### config.mk
export PLATFORM = sky130hd
export DESIGN_NAME = quadrature_position_p_controller_flat
export DESIGN_NICKNAME = d
export VERILOG_FILES = /design/src/rtl/qppc_pkg.sv /design/src/rtl/qppc_if.sv /design/src/rtl/quadrature_position_p_controller.sv /design/src/rtl/qppc_count.sv /design/src/rtl/qppc_regs.sv /design/src/rtl/qppc_alu.sv /design/src/flat_wrapper.sv
export SDC_FILE = /design/constraint.sdc
export NUM_CORES = 1
export LEC_CHECK = 0
export ABC_AREA = 1
export BUFFER_PORTS_ARGS = -buffer_cell sky130_fd_sc_hd__buf_2
export CORE_MARGIN = 2
export CORE_UTILIZATION = 63
export CTS_CLUSTER_DIAMETER = 150
export CTS_CLUSTER_SIZE = 40
export DETAILED_ROUTE_END_ITERATION = 10
export GPL_ROUTABILITY_DRIVEN = 0
export PLACE_DENSITY_LB_ADDON = 0.08
export SKIP_LAST_GASP = 1
export SLEW_MARGIN = 5
export SYNTH_ARGS = -nofsm -noshare
export SYNTH_HDL_FRONTEND = slang
export SYNTH_SLANG_ARGS = --single-unit
### constraint.sdc
create_clock -name clk -period 10.2 [get_ports clk]
set_input_delay 2.04 -clock clk [delete_from_list [all_inputs] [get_ports clk]]
set_output_delay 2.04 -clock clk [all_outputs]
set_load 0.01 [all_outputs]
### src/rtl/qppc_pkg.sv
// Shared types, widths and constants for the quadrature position P controller.
// No dependencies; every other file of the block uses this package.
package qppc_pkg;

  localparam int COUNT_WIDTH_DEF = 32;

  localparam int POS_W      = 32;
  localparam int TGT_W      = 32;
  localparam int TOL_W      = 10;
  localparam int GAIN_W     = 8;
  localparam int DB_W       = 9;
  localparam int SLOPE_W    = 9;
  localparam int EFF_W      = 9;
  localparam int CFG_IDX_W  = 3;
  localparam int CFG_DATA_W = 32;

  // Error magnitude is kept saturated to this width; it covers every tolerance
  // and already drives gain * error past the PWM top for any nonzero gain.
  localparam int MAG_W = 10;
  localparam logic [MAG_W-1:0] MAG_MAX = '1;

  localparam int MUL_W = 10;
  localparam int Q_SHIFT = 8;

  localparam logic [EFF_W-1:0] PWM_TOP = 9'd400;

  localparam logic [TGT_W-1:0]   TARGET_RST    = '0;
  localparam logic [TOL_W-1:0]   TOLERANCE_RST = 10'd3;
  localparam logic [GAIN_W-1:0]  GAIN_RST      = 8'd1;
  localparam logic [DB_W-1:0]    POS_DB_RST    = 9'd300;
  localparam logic [DB_W-1:0]    NEG_DB_RST    = 9'd169;
  localparam logic [SLOPE_W-1:0] POS_SLOPE_RST = 9'd64;
  localparam logic [SLOPE_W-1:0] NEG_SLOPE_RST = 9'd148;

  typedef enum logic [CFG_IDX_W-1:0] {
    REG_TARGET,
    REG_TOLERANCE,
    REG_GAIN,
    REG_POS_DB,
    REG_NEG_DB,
    REG_POS_SLOPE,
    REG_NEG_SLOPE
  } qppc_reg_t;

  typedef struct packed {
    logic signed [TGT_W-1:0] target;
    logic [TOL_W-1:0]        tolerance;
    logic [GAIN_W-1:0]       gain;
    logic [DB_W-1:0]         pos_db;
    logic [DB_W-1:0]         neg_db;
    logic [SLOPE_W-1:0]      pos_slope;
    logic [SLOPE_W-1:0]      neg_slope;
  } qppc_cfg_t;

  // One operation of the shared unit: clamp(((a * b + rnd) >> sh) + addend); rnd and sh apply only with round set
  typedef struct packed {
    logic [MUL_W-1:0] mul_a;
    logic [MUL_W-1:0] mul_b;
    logic             round;
    logic [DB_W-1:0]  addend;
  } qppc_alu_op_t;

endpackage

### src/rtl/qppc_if.sv
// Valid/ready channel interfaces: encoder sample, controller result, config write.
// Depends on qppc_pkg for field widths.
interface qppc_sample_if;
  logic valid;
  logic ready;
  logic enc_a;
  logic enc_b;
  logic clear_count;

  modport source (output valid, enc_a, enc_b, clear_count, input ready);
  modport sink (input valid, enc_a, enc_b, clear_count, output ready);
endinterface

interface qppc_result_if;
  logic                                 valid;
  logic                                 ready;
  logic signed [qppc_pkg::POS_W-1:0]    position;
  logic        [qppc_pkg::EFF_W-1:0]    drive_effort;
  logic                                 clockwise;
  logic                                 at_target;

  modport source (output valid, position, drive_effort, clockwise, at_target, input ready);
  modport sink (input valid, position, drive_effort, clockwise, at_target, output ready);
endinterface

interface qppc_cfg_if;
  logic                               valid;
  logic                               ready;
  logic [qppc_pkg::CFG_IDX_W-1:0]     index;
  logic [qppc_pkg::CFG_DATA_W-1:0]    data;

  modport source (output valid, index, data, input ready);
  modport sink (input valid, index, data, output ready);
endinterface

### src/rtl/quadrature_position_p_controller.sv
// Quadrature encoder counter with proportional position control.
// Depends on qppc_pkg, the channel interfaces, qppc_count, qppc_regs and qppc_alu.
//
// Each accepted sample updates the position count at once, then a sequencer
// works out the drive in four steps (error, magnitude, gain step, slope and
// deadband step) and presents the result word; the shared multiply unit serves
// the gain and slope steps in turn. The sample port is ready only while the
// block is idle, so a new sample is taken only once the result word of the
// last one has been taken. Configuration words are taken on any cycle out of
// reset and must be written while the block is idle. Neither input port is
// ready while reset is held.
module quadrature_position_p_controller #(
  parameter int COUNT_WIDTH = qppc_pkg::COUNT_WIDTH_DEF
) (
  input  logic          clk,
  input  logic          rst,
  qppc_sample_if.sink   sample,
  qppc_result_if.source result,
  qppc_cfg_if.sink      cfg
);
  import qppc_pkg::*;

  localparam int ERR_W = ((COUNT_WIDTH > TGT_W) ? COUNT_WIDTH : TGT_W) + 1;

  typedef enum logic [2:0] {
    S_IDLE,
    S_DIFF,
    S_MAG,
    S_SCALE,
    S_MAP,
    S_SEND
  } state_t;

  state_t                  state;
  qppc_cfg_t               regs;
  logic signed [COUNT_WIDTH-1:0] count;
  logic signed [ERR_W-1:0] tgt_ext;
  logic signed [ERR_W-1:0] cnt_ext;
  logic signed [ERR_W-1:0] diff;
  logic [ERR_W-1:0]        mag_full;
  logic [MAG_W-1:0]        mag_sat;
  logic [MAG_W-1:0]        mag;
  logic                    neg;
  logic                    at;
  logic [EFF_W-1:0]        prod;
  qppc_alu_op_t            alu_op;
  logic [EFF_W-1:0]        alu_res;
  logic                    accept;

  assign sample.ready = (state == S_IDLE) && !rst;
  assign accept       = sample.valid && sample.ready;
  assign result.valid = state == S_SEND;
  assign cfg.ready    = !rst;

  qppc_count #(.COUNT_WIDTH(COUNT_WIDTH)) u_count (
    .clk         (clk),
    .rst         (rst),
    .step        (accept),
    .enc_a       (sample.enc_a),
    .enc_b       (sample.enc_b),
    .clear_count (sample.clear_count),
    .count       (count)
  );

  qppc_regs u_regs (
    .clk      (clk),
    .rst      (rst),
    .wr_en    (cfg.valid && cfg.ready),
    .wr_index (cfg.index),
    .wr_data  (cfg.data),
    .regs     (regs)
  );

  qppc_alu u_alu (
    .op  (alu_op),
    .res (alu_res)
  );

  always_comb begin
    tgt_ext  = ERR_W'(regs.target);
    cnt_ext  = ERR_W'(count);
    mag_full = diff[ERR_W-1] ? ERR_W'(-diff) : ERR_W'(diff);
    // saturate: anything past the narrow range behaves the same downstream
    mag_sat  = (|mag_full[ERR_W-1:MAG_W]) ? MAG_MAX : mag_full[MAG_W-1:0];
  end

  always_comb begin
    if (state == S_MAP) begin
      alu_op.mul_a  = MUL_W'(neg ? regs.neg_slope : regs.pos_slope);
      alu_op.mul_b  = MUL_W'(prod);
      alu_op.round  = 1'b1;
      alu_op.addend = neg ? regs.neg_db : regs.pos_db;
    end else begin
      alu_op.mul_a  = MUL_W'(regs.gain);
      alu_op.mul_b  = mag;
      alu_op.round  = 1'b0;
      alu_op.addend = '0;
    end
  end

  always_ff @(posedge clk) begin
    if (rst) begin
      state <= S_IDLE;
    end else begin
      unique case (state)
        S_IDLE: begin
          if (accept) begin
            state <= S_DIFF;
          end
        end
        S_DIFF: begin
          diff  <= tgt_ext - cnt_ext;
          state <= S_MAG;
        end
        S_MAG: begin
          neg   <= diff[ERR_W-1];
          mag   <= mag_sat;
          at    <= mag_sat < regs.tolerance;
          state <= S_SCALE;
        end
        S_SCALE: begin
          prod  <= alu_res;
          state <= S_MAP;
        end
        S_MAP: begin
          result.position  <= POS_W'(count);
          result.at_target <= at;
          if (at || (prod == '0)) begin
            result.drive_effort <= '0;
            result.clockwise    <= 1'b1;
          end else begin
            result.drive_effort <= alu_res;
            result.clockwise    <= !neg;
          end
          state <= S_SEND;
        end
        S_SEND: begin
          if (result.ready) begin
            state <= S_IDLE;
          end
        end
        default: state <= S_IDLE;
      endcase
    end
  end

`ifndef SYNTHESIS
  a_no_overlap: assert property (@(posedge clk) disable iff (rst)
    !(sample.ready && result.valid))
    else $error("sample taken while a result word is pending");

  a_busy_after_accept: assert property (@(posedge clk) disable iff (rst)
    (sample.valid && sample.ready) |=> !sample.ready)
    else $error("sample port ready right after acceptance");

  a_at_target_stops: assert property (@(posedge clk) disable iff (rst)
    (result.valid && result.at_target) |-> (result.drive_effort == '0 && result.clockwise))
    else $error("drive active while at target");

  a_effort_bound: assert property (@(posedge clk) disable iff (rst)
    result.valid |-> (result.drive_effort <= PWM_TOP))
    else $error("drive effort above PWM top");
`endif

endmodule

### src/rtl/qppc_count.sv
// Quadrature decoder and position counter, advanced once per accepted sample.
// Depends on qppc_pkg.
module qppc_count #(
  parameter int COUNT_WIDTH = qppc_pkg::COUNT_WIDTH_DEF
) (
  input  logic                          clk,
  input  logic                          rst,
  input  logic                          step,
  input  logic                          enc_a,
  input  logic                          enc_b,
  input  logic                          clear_count,
  output logic signed [COUNT_WIDTH-1:0] count
);
  import qppc_pkg::*;

  logic                   last_a;
  logic                   last_b;
  logic [COUNT_WIDTH-1:0] base;
  logic [COUNT_WIDTH-1:0] count_next;
  logic                   edge_a;
  logic                   edge_b;
  logic                   up;
  logic                   down;

  always_comb begin
    base   = clear_count ? '0 : count;
    edge_a = enc_a != last_a;
    edge_b = enc_b != last_b;
    up     = (edge_a && (enc_a == enc_b)) || (edge_b && (enc_a != enc_b));
    down   = (edge_a && (enc_a != enc_b)) || (edge_b && (enc_a == enc_b));
    // both channels moving cancel out
    if (up && !down) begin
      count_next = base + COUNT_WIDTH'(1);
    end else if (down && !up) begin
      count_next = base - COUNT_WIDTH'(1);
    end else begin
      count_next = base;
    end
  end

  always_ff @(posedge clk) begin
    if (rst) begin
      count  <= '0;
      last_a <= 1'b0;
      last_b <= 1'b0;
    end else if (step) begin
      count  <= count_next;
      last_a <= enc_a;
      last_b <= enc_b;
    end
  end

endmodule

### src/rtl/qppc_regs.sv
// Configuration register file of the controller, written one word at a time.
// Depends on qppc_pkg.
module qppc_regs (
  input  logic                                clk,
  input  logic                                rst,
  input  logic                                wr_en,
  input  logic [qppc_pkg::CFG_IDX_W-1:0]      wr_index,
  input  logic [qppc_pkg::CFG_DATA_W-1:0]     wr_data,
  output qppc_pkg::qppc_cfg_t                 regs
);
  import qppc_pkg::*;

  always_ff @(posedge clk) begin
    if (rst) begin
      regs.target    <= TARGET_RST;
      regs.tolerance <= TOLERANCE_RST;
      regs.gain      <= GAIN_RST;
      regs.pos_db    <= POS_DB_RST;
      regs.neg_db    <= NEG_DB_RST;
      regs.pos_slope <= POS_SLOPE_RST;
      regs.neg_slope <= NEG_SLOPE_RST;
    end else if (wr_en) begin
      unique case (qppc_reg_t'(wr_index))
        REG_TARGET:    regs.target    <= wr_data[TGT_W-1:0];
        REG_TOLERANCE: regs.tolerance <= wr_data[TOL_W-1:0];
        REG_GAIN:      regs.gain      <= wr_data[GAIN_W-1:0];
        REG_POS_DB:    regs.pos_db    <= wr_data[DB_W-1:0];
        REG_NEG_DB:    regs.neg_db    <= wr_data[DB_W-1:0];
        REG_POS_SLOPE: regs.pos_slope <= wr_data[SLOPE_W-1:0];
        REG_NEG_SLOPE: regs.neg_slope <= wr_data[SLOPE_W-1:0];
        default: ;
      endcase
    end
  end

endmodule

### src/rtl/qppc_alu.sv
// Shared multiply / round / offset / clamp unit used for both gain and slope.
// Depends on qppc_pkg.
module qppc_alu (
  input  qppc_pkg::qppc_alu_op_t          op,
  output logic [qppc_pkg::EFF_W-1:0]      res
);
  import qppc_pkg::*;

  localparam int PROD_W = 2 * MUL_W;
  localparam int SUM_W  = PROD_W + 2;
  localparam logic [SUM_W-1:0] ROUND_HALF = SUM_W'(1) << (Q_SHIFT - 1);

  logic [PROD_W-1:0] prod;
  logic [SUM_W-1:0]  rounded;
  logic [SUM_W-1:0]  scaled;
  logic [SUM_W-1:0]  total;

  always_comb begin
    prod    = op.mul_a * op.mul_b;
    rounded = SUM_W'(prod) + (op.round ? ROUND_HALF : '0);
    scaled  = op.round ? (rounded >> Q_SHIFT) : rounded;
    total   = scaled + SUM_W'(op.addend);
    res     = (total > SUM_W'(PWM_TOP)) ? PWM_TOP : total[EFF_W-1:0];
  end

endmodule

### src/flat_wrapper.sv
// flat-port wrapper written by rule: the top's interface ports become plain ports
module quadrature_position_p_controller_flat import qppc_pkg::*;
#(
  parameter int COUNT_WIDTH = qppc_pkg::COUNT_WIDTH_DEF
)
  (clk, rst, sample_valid, sample_enc_a, sample_enc_b, sample_clear_count, sample_ready, result_valid, result_position, result_drive_effort, result_clockwise, result_at_target, result_ready, cfg_valid, cfg_index, cfg_data, cfg_ready);
  qppc_sample_if sample_i ();
  qppc_result_if result_i ();
  qppc_cfg_if cfg_i ();
  input  logic clk;
  input  logic rst;
  input wire logic [$bits(sample_i.valid)-1:0] sample_valid;
  input wire logic [$bits(sample_i.enc_a)-1:0] sample_enc_a;
  input wire logic [$bits(sample_i.enc_b)-1:0] sample_enc_b;
  input wire logic [$bits(sample_i.clear_count)-1:0] sample_clear_count;
  output wire logic [$bits(sample_i.ready)-1:0] sample_ready;
  output wire logic [$bits(result_i.valid)-1:0] result_valid;
  output wire logic [$bits(result_i.position)-1:0] result_position;
  output wire logic [$bits(result_i.drive_effort)-1:0] result_drive_effort;
  output wire logic [$bits(result_i.clockwise)-1:0] result_clockwise;
  output wire logic [$bits(result_i.at_target)-1:0] result_at_target;
  input wire logic [$bits(result_i.ready)-1:0] result_ready;
  input wire logic [$bits(cfg_i.valid)-1:0] cfg_valid;
  input wire logic [$bits(cfg_i.index)-1:0] cfg_index;
  input wire logic [$bits(cfg_i.data)-1:0] cfg_data;
  output wire logic [$bits(cfg_i.ready)-1:0] cfg_ready;
  assign sample_i.valid = sample_valid;
  assign sample_i.enc_a = sample_enc_a;
  assign sample_i.enc_b = sample_enc_b;
  assign sample_i.clear_count = sample_clear_count;
  assign sample_ready = sample_i.ready;
  assign result_valid = result_i.valid;
  assign result_position = result_i.position;
  assign result_drive_effort = result_i.drive_effort;
  assign result_clockwise = result_i.clockwise;
  assign result_at_target = result_i.at_target;
  assign result_i.ready = result_ready;
  assign cfg_i.valid = cfg_valid;
  assign cfg_i.index = cfg_index;
  assign cfg_i.data = cfg_data;
  assign cfg_ready = cfg_i.ready;
  quadrature_position_p_controller #(.COUNT_WIDTH(COUNT_WIDTH)) u_core (.clk(clk), .rst(rst), .sample(sample_i), .result(result_i), .cfg(cfg_i));
endmodule
==> results.md <==
* Post-synthesis cell count at 2317
* Period utilization at 0.850
* Number of synthesized flops with an enable pin at 97
* Setup bufs post-CTS at 0
* Critical Path Slowest Stage Cell: fa_1
* Wirelength per Cell at 16.5 um
* Skew-Pair Late Insertion Delay at 500 ps
* Routed wire length at 44800 um
* Final setup fails at 0
* Post-route ant nets at 0
* Slowest stage delay, CP at 570 ps
* DR vias/cell at 5.67
* Starting Density at 0.636
* Die extent in x at 168 um
* Syn Area/Cell at 7.33 um^2
* Buffers on Ports at 88
* Initial antenna violation count at 0
* H-tree depth at 1
* Clock Skews at 40.6 ps
* Total gr overflow at 0
* Worst Path Max Fanout at 49
* Period minus WS final at 8670 ps
* Yosys reg bits at 220
* CP Class: flop to flop
* Area delta synth->final at 5.85%
* Clock Sink Count at 220
* Leakage power at 0.00875 uW
* Rel. slew slack at 0.380
* Number of global-route vias before repair at 14900
* Synth unique cells at 60
* Gr usage total at 0.319
* CP most frequent cell: nand2_1
* Multi-input logic area at 0.0101 mm^2
* Largest net degree at the start of global routing at 99
* Worst hold path type: flop to flop
* Max Cap Viol at 0
* Post-Place Cell Area at 0.0177 mm^2
* CP Capture Type: flop
* Die area at 0.0283 mm^2
* Status: finished, final reports clean
* Core area at 0.0267 mm^2
* CTS Hold Bufs at 0
* Final-report hold violation count at 0
* HPWL Detailed at 35400 um
* Antenna Cells at 0
* Initial DRC Count at 1242
* First-pass GRT wire length at 73000 um
* First-pass iteration count of the detailed router at 8
* Final max-slew violation count at 0
* FP Rows at 60
* Worst vdd ir at 0.000129 V
* # IOs at 89
* Fillers at 2379
* Die Y at 168 um
* Required @ worst endpoint at 10470 ps
* Sequential share of the synthesized area at 0.316
* Final instance area at 0.0180 mm^2
* Flip-flop and latch area at 0.00538 mm^2
* Root buffer cell: clkbuf_16
* Pre-CTS WS at 1590 ps
* Synth warn at 0
* TritonCTS Buffers at 9
* Mapped cell area at 0.0170 mm^2
* Nets at 2592
* Post_cts resized at 0
* FMAX at 0.115 GHz
* Final WS setup at 1530 ps
* CTS Buffer Depth at 3
* RSZ-0062 raised after global routing: no
* # DRC at 0
* Routed via count at 15400
* Share of layout cells above drive strength 1 at 0.0783
* Measured slew at the worst slew-check pin at 926 ps
* Total Neg Setup Slack at 0 ps
* CP Launch Type: flop
* CP arrival at 8930 ps
* CTS tree: built
* Clock-pin slew on the worst setup and hold paths at 130 ps
* Main synth FF type: dfxtp_1
* Asr flop ratio synth at 0
* Power per cell area at 131 mW/mm^2
[power by group]
group	switching, uW	internal (uW)
sequential	28.8	981
combinational	599	302
clock	269	172
total	897	1450
[cells in the final DEF, fill, tap and decap left out, types with 15 or more instances in the layout]
cell        n
a21oi_1   111
buf_2      88
dfxtp_1   123
edfxtp_1   97
fa_1       59
ha_1      117
inv_1     330
nand2_1   457
nand2_2    15
nand3_1   112
nand4_1    27
nor2_1    379
nor3_1     59
o21ai_0   136
xnor2_1    16
xor2_1     46
[layout make-up]
cell class	count	area share
Clock inverter	1	0.00167
Sequential cell	220	0.299
Tap cell	341	0.0237
Multi-Input combinational cell	1702	0.562
Clock buffer	12	0.0132
Inverter	342	0.0714
Timing Repair Buffer	98	0.0287
[critical path, delay by kind of cell, from the launching register on]
family / cells / cell delay (ps)
flops: 1 / 460
simple gates: 25 / 2470
fa+ha+maj: 7 / 3390
compound gates: 3 / 540
buf+inv: 12 / 1550
[cell families (layout without fill, tap and decap cells)]
logic type,Yosys count,count (layout),synth area share
xor+xnor,63,63,0.0329
buf+inv,396,453,0.0890
fa+ha+maj,176,176,0.156
other cells,1,2,0.000221
compound gates,329,329,0.109
simple gates,1125,1125,0.292
flops,220,220,0.316
mux,7,7,0.00412
[final timing paths]
kind,from,to,slack (ps),cells past startpoint
worst min register to register,u_core.u_count.count[12]$_SDFFE_PP0P_,u_core.result.position[12]$_DFFE_PP_,450,0
worst min-delay path,u_core.u_count.count[12]$_SDFFE_PP0P_,u_core.result.position[12]$_DFFE_PP_,450,0
worst max register to register,u_core.state[1]$_SDFFE_PP0P_,u_core.result.drive_effort[7]$_SDFFCE_PP0P_,1530,47
worst max-delay path,u_core.state[1]$_SDFFE_PP0P_,u_core.result.drive_effort[7]$_SDFFCE_PP0P_,1530,47
[sequential cells by signal (all words and copies together) (netlist names)]
register and cells:
u_core.u_count.last_b 1, u_core.diff 33, u_core.u_count.count 32, u_core.prod 9, u_core.result.drive_effort 9, u_core.at 1
u_core.u_regs.regs 86, u_core.state 3, u_core.neg 1, u_core.result.clockwise 1, u_core.result.at_target 1, u_core.result.position 32
u_core.u_count.last_a 1, u_core.mag 10
[synthesized netlist by cell type, types with 15 or more instances]
cell      instances  share of area
ha_1            117          0.086
nor3_1           59          0.017
nand2_1         457           0.10
nand4_1          27         0.0099
nand2_2          15         0.0055
inv_1           331          0.073
xor2_1           46          0.024
edfxtp_1         97           0.17
nor2_1          381          0.084
dfxtp_1         123           0.14
a21oi_1         111          0.033
xnor2_1          16         0.0082
fa_1             59          0.070
o21ai_0         136          0.040
clkbuf_1         36         0.0080
nand3_1         112          0.033
[metal layers]
layer / vias up / share of wire / global-route usage
met4: 0 / 0.055 / 0.170
li1: 7639 / - / -
met5: - / 0 / 0
met3: 139 / 0.058 / 0.0306
met1: 7039 / 0.39 / 0.373
met2: 587 / 0.50 / 0.578
[through the flow]
stage                     power [uW]  hold slack [ps]  std cells   util
after detailed placement        1920              415       2703  0.663
after CTS                       2350              448       2716  0.673
final                           2350              445       2716  0.673
after global placement          1900              413       2703  0.663
after global routing            2500              460       2716  0.673
after floorplan                 1710              408       2318      -
No activity file was read; power rests on OpenSTA's default activity.
